<file path="config.mk">
export PLATFORM = sky130hd
export DESIGN_NAME = pvi_lane
export DESIGN_NICKNAME = d
export VERILOG_FILES = /design/src/rtl/core/pvi_pkg.sv /design/src/rtl/core/pvi_lane.sv
export SDC_FILE = /design/constraint.sdc
export NUM_CORES = 2
export LEC_CHECK = 0
export BUFFER_PORTS_ARGS = -buffer_cell sky130_fd_sc_hd__buf_4
export CORE_ASPECT_RATIO = 2
export CORE_MARGIN = 2
export CORE_UTILIZATION = 65
export CTS_CLUSTER_SIZE = 10
export DETAILED_ROUTE_END_ITERATION = 10
export GPL_ROUTABILITY_DRIVEN = 0
export PLACE_DENSITY = 0.84
export SYNTH_ARGS = -nofsm -noshare
export SYNTH_HDL_FRONTEND = slang
export SYNTH_SLANG_ARGS = --single-unit
</file>
<file path="constraint.sdc">
create_clock -name clk_i -period 15.1 [get_ports clk_i]
set_input_delay 1.51 -clock clk_i [delete_from_list [all_inputs] [get_ports clk_i]]
set_output_delay 1.51 -clock clk_i [all_outputs]
set_load 0.03 [all_outputs]
</file>
<file path="src/rtl/core/pvi_pkg.sv">
// ----------------------------------------------------------------------------
// pvi_pkg
// Shared types, codes and helpers for the particle verlet integrator.
// ----------------------------------------------------------------------------
package pvi_pkg;

  localparam int unsigned WordW  = 32;
  localparam int unsigned NumDim = 3;

  // request codes carried by req_type
  typedef enum logic [1:0] {
    REQ_LOAD   = 2'd0,
    REQ_SETACC = 2'd1,
    REQ_STEP   = 2'd2
  } req_type_e;

  // per-lane operation for one cycle
  typedef enum logic [2:0] {
    LOP_IDLE,
    LOP_LOAD,
    LOP_SETACC,
    LOP_A1,
    LOP_A2,
    LOP_VEL_HALF,
    LOP_POS,
    LOP_VEL_FULL
  } lane_op_e;

  // clamp a wide signed sum to the signed 32-bit range
  function automatic logic signed [WordW-1:0] sat32(input logic signed [64:0] v);
    if (v > 65'sd2147483647) begin
      return 32'sh7fffffff;
    end else if (v < -65'sd2147483648) begin
      return 32'sh80000000;
    end else begin
      return v[WordW-1:0];
    end
  endfunction

endpackage

</file>
<file path="src/rtl/core/pvi_lane.sv">
// ----------------------------------------------------------------------------
// pvi_lane
// One dimension: holds position, velocity, acceleration and delta, and runs
// one multiply-shift-add-saturate step per cycle under control of the top.
// ----------------------------------------------------------------------------
module pvi_lane
  import pvi_pkg::*;
#(
  parameter int unsigned FRAC_BITS = 16
) (
  input  logic                    clk_i,
  input  logic                    rst_ni,
  input  lane_op_e                op_i,
  input  logic signed [WordW-1:0] init_pos_i,
  input  logic signed [WordW-1:0] init_vel_i,
  input  logic signed [WordW-1:0] acc_in_i,
  input  logic [30:0]             dt_i,
  input  logic [16:0]             prog_i,
  input  logic [16:0]             len_i,
  output logic signed [WordW-1:0] pos_o,
  output logic signed [WordW-1:0] vel_o,
  output logic [63:0]             sq_o
);

  logic signed [WordW-1:0] pos_q, vel_q, acc_q, dlt_q;
  logic signed [WordW-1:0] a1_q, a2_q, v_q;
  logic [63:0]             sq_q;

  logic signed [WordW-1:0] mul_a, mul_b, base;
  logic signed [63:0]      prod, shifted;
  logic                    half;
  logic signed [WordW-1:0] res;
  logic signed [WordW-1:0] acc_new, dlt_new;

  // operand selection for the shared multiplier
  always_comb begin
    mul_a = dlt_q;
    mul_b = $signed({15'b0, prog_i});
    base  = acc_q;
    half  = 1'b0;
    case (op_i)
      LOP_A2: begin
        mul_b = $signed({15'b0, len_i});
        base  = a1_q;
      end
      LOP_VEL_HALF: begin
        mul_a = a1_q;
        mul_b = $signed({1'b0, dt_i});
        base  = vel_q;
        half  = 1'b1;
      end
      LOP_POS: begin
        mul_a = v_q;
        mul_b = $signed({1'b0, dt_i});
        base  = pos_q;
      end
      LOP_VEL_FULL: begin
        mul_a = a2_q;
        mul_b = $signed({1'b0, dt_i});
        base  = v_q;
        half  = 1'b1;
      end
      LOP_SETACC: begin
        mul_a = acc_in_i;
        mul_b = acc_in_i;
      end
      default: ;
    endcase
  end

  // multiply, floor shift, add and saturate
  always_comb begin
    prod    = mul_a * mul_b;
    shifted = half ? (prod >>> (FRAC_BITS + 1)) : (prod >>> FRAC_BITS);
    res     = sat32(65'(base) + 65'(shifted));
    acc_new = sat32(65'(acc_q) + 65'(dlt_q));
    dlt_new = sat32(65'(acc_in_i) - 65'(acc_new));
  end

  // dimension state
  always_ff @(posedge clk_i or negedge rst_ni) begin
    if (!rst_ni) begin
      pos_q <= '0;
      vel_q <= '0;
      acc_q <= '0;
      dlt_q <= '0;
    end else begin
      case (op_i)
        LOP_LOAD: begin
          pos_q <= init_pos_i;
          vel_q <= init_vel_i;
        end
        LOP_SETACC: begin
          acc_q <= acc_new;
          dlt_q <= dlt_new;
        end
        LOP_POS:      pos_q <= res;
        LOP_VEL_FULL: vel_q <= res;
        default: ;
      endcase
    end
  end

  // step temporaries
  always_ff @(posedge clk_i) begin
    case (op_i)
      LOP_A1:       a1_q <= res;
      LOP_A2:       a2_q <= res;
      LOP_VEL_HALF: v_q  <= res;
      LOP_SETACC:   sq_q <= prod;
      default: ;
    endcase
  end

  assign pos_o = pos_q;
  assign vel_o = vel_q;
  assign sq_o  = sq_q;

endmodule

</file>
==> impl_results.md <==
- I/O pins: 294
- Main synth FF type: edfxtp_1
- Routed Antenna Nets: 0
- Final Slew Violations: 0
- Reg2Reg Depth: 44
- GR Overflow Total: 0
- Routed vias: 49580
- CP Class: input port to register
- CP max-delay cell: xnor2_1
- Final setup margin: 0.1306 ns
- Gate Count Post-Synth: 6147
- Max-cap violations: 0
- Setup TNS: 0 ns
- Clock skew: between 0.09 and 0.1 ns
- Final WL: 199700 um
- Worst r2r src: v_q[31]
- Crit path top cell by count: fa_1
- WP data required: 15.35 ns
- Core ar.: approximately 86000 um2
- Yosys cell types: 94
- Outcome: completed
- Clock transition at path regs: 0.06 ns
- Post-Syn Area: about 56000 um2
- Yosys top cell area share: 0.3887
- Layout Area Growth over Synthesis: 9.308%
- Syn_nets: 7694
- Root Buffer: clkbuf_16
- Die Width: 211.3 um
- Yosys warning count: 0
- Vias in the first global route: ~53000
- EDFF count, synth: 160
- Worst-margin pin slew: 1.328 ns
- Total GRT Usage: 0.4670
- DRT iter0 DRCs: 5386
- DR vias/cell: 6.636
- Worst stage delay on the critical path: 0.72 ns
- CTS tree: done
- Synth top area cells: fa_1 (39%), edfxtp_1 (8.6%), inv_1 (6.9%), ha_1 (6.6%), dfrtp_1 (5.7%)
- Port bufs: 293
- Hold path cells: 2
- Min Tclk post-route: 14.97 ns
- # setup viols final: 0
- Startpoint class of the critical path: input port
- Post-synth top cells: fa_1 (1085), inv_1 (1028), nand2_1 (788)
- CTS Hold Bufs: 0
- Worst Setup SP: op_i[0]
- Num CTS Buffers: 36
- Initial Utilization: 0.6530
- HP Start: dlt_q[7]
- Detail Placement HPWL: 161700 um
- Util after Layout: 0.7137
- Filler instances: approximately 6000
- Clk_lat worst skew: 0.65 ns
- Antenna violations before repair: 17
- Count leader, synth: fa_1
- Die area: 88480 um2
- DIE HEIGHT: 418.7 um
- Clock Sinks: about 290
- Max Freq: 66.80 MHz
- Maximum root-to-sink buffer count: 3
- Max-slew headroom: 0.1053
- CP max FO: 32
- Crit end category: register
- Number of synthesized register bits: 288
- Htree depth: 2
- Fraction of layout cells with a size suffix above 1: 0.1110
- Final Net Count: 7900
- Yosys top cell by area: fa_1
- DRC: 0
- Worst min path class: register to register
- Row count: between 150 and 200
- Global-route wire length before repair: 302800 um
- Syn avg cell area: 9.091 um2
- Post-synth ARST share: 0.4444
- Register area share after synthesis: 0.1433
- Final-report hold violation count: 0
- Wire length per cell: approximately 27 um
- CP arrival: 15.21 ns
- Largest net degree at the start of global routing: 104
- DRT Pass-1 Iters: 9
- Pre-CTS WS: -0.1510 ns
- Fin crit share: 0.9914
[final cells by class]
cell class | count | area, um2 | area share
flip-flops and latches | 288 | 8008 | 0.1311
clock buffers | 59 | 987.2 | 0.01616
repair buffers | 499 | 3801 | 0.06223
multi-input cells | 4496 | 42890 | 0.7021
clock inverters | 7 | 140.1 | 0.002294
inverters | 1032 | 3880 | 0.06352
diodes | 12 | 30.03 | 0.0004916
well taps | 1078 | 1349 | 0.02208
[path summary, 6_finish.rpt]
| path | to | slack, ns |
|---|---|---|
| worst min register to register | dlt_q[7] | 0.53 |
| min in group asynchronous | vel_o[0] | 1.00 |
| worst max-delay path | a1_q[27] | 0.13 |
| max in group asynchronous | vel_o[21] | 12.48 |
| worst min-delay path | dlt_q[7] | 0.53 |
| worst max register to register | a1_q[27] | 1.48 |
[critical path, delay by kind of cell]
family / cells / cell delay (ns)
adder cells (fa/ha/maj): 10 / 4.77
AO/OA/AOI/OAI: 12 / 3.12
AND/OR/NAND/NOR: 12 / 2.35
buffers and inverters: 9 / 1.89
multiplexers: 2 / 0.76
XOR/XNOR: 1 / 0.72
[flip-flops by register name, indices dropped and copies added (netlist names)]
signal and flops:
vel_o 32, a2_q 32, sq_o 64, acc_q 32, v_q 32, pos_o 32, a1_q 32, dlt_q 32
[cells in the final DEF, fill, tap and decap left out, drive strengths merged, types with 15 or more instances in the layout]
cell type,count
fa,1085
inv,1030
nand2,788
nor2,707
buf,498
ha,296
o21ai,274
a21oi,237
edfxtp,160
dfrtp,128
a22oi,102
xnor2,100
a21o,79
clkbuf,60
mux2,58
xor2,57
mux2i,52
o211ai,44
nand2b,37
maj3,35
nand3,34
o311ai,33
o21a,32
nor3,31
o22ai,29
a221oi,28
o21bai,28
nand4,26
and2,23
a211oi,22
and3,21
a31oi,21
or2,19
or3,17
a22o,16
nor2b,15
[stage by stage]
| stage | hold WS [ns] | std cells | area [um2] |
|---|---|---|---|
| floorplan | 0.4739 | 6147 | 55880 |
| global placement | 0.4892 | 7390 | 59840 |
| global route | 0.5392 | 7464 | 61060 |
| CTS | 0.5179 | 7456 | 60960 |
| finish | 0.5253 | 7471 | 61080 |
| detailed placement | 0.5054 | 7390 | 59840 |
[cell families after synthesis]
family,count (synthesis),synth area share
AND/OR/NAND/NOR,1752,0.1294
buffers and inverters,1363,0.09232
multiplexers,120,0.02503
flip-flops,288,0.1433
AO/OA/AOI/OAI,1051,0.1241
adder cells (fa/ha/maj),1416,0.4612
XOR/XNOR,157,0.02461
[routing by layer]
layer,track usage,vias to the layer above,share of wire
met2,0.7470,4100,0.47
met5,0,-,0.00051
met1,0.4848,23860,0.28
li1,-,20050,-
met3,0.1338,1544,0.13
met4,0.4551,14,0.13
[repair_timing]
| item | in CTS | in global routing |
|---|---|---|
| hold endpoints to repair | 0 | 0 |
| setup endpoints to repair | 0 | 155 |
| setup buffers | 0 | 2 |
| resized for setup | 0 | 30 |
Power is left out: the tool's default activity adds up to more than one toggle a clock period on the data nets, which glitch-free logic cannot reach.
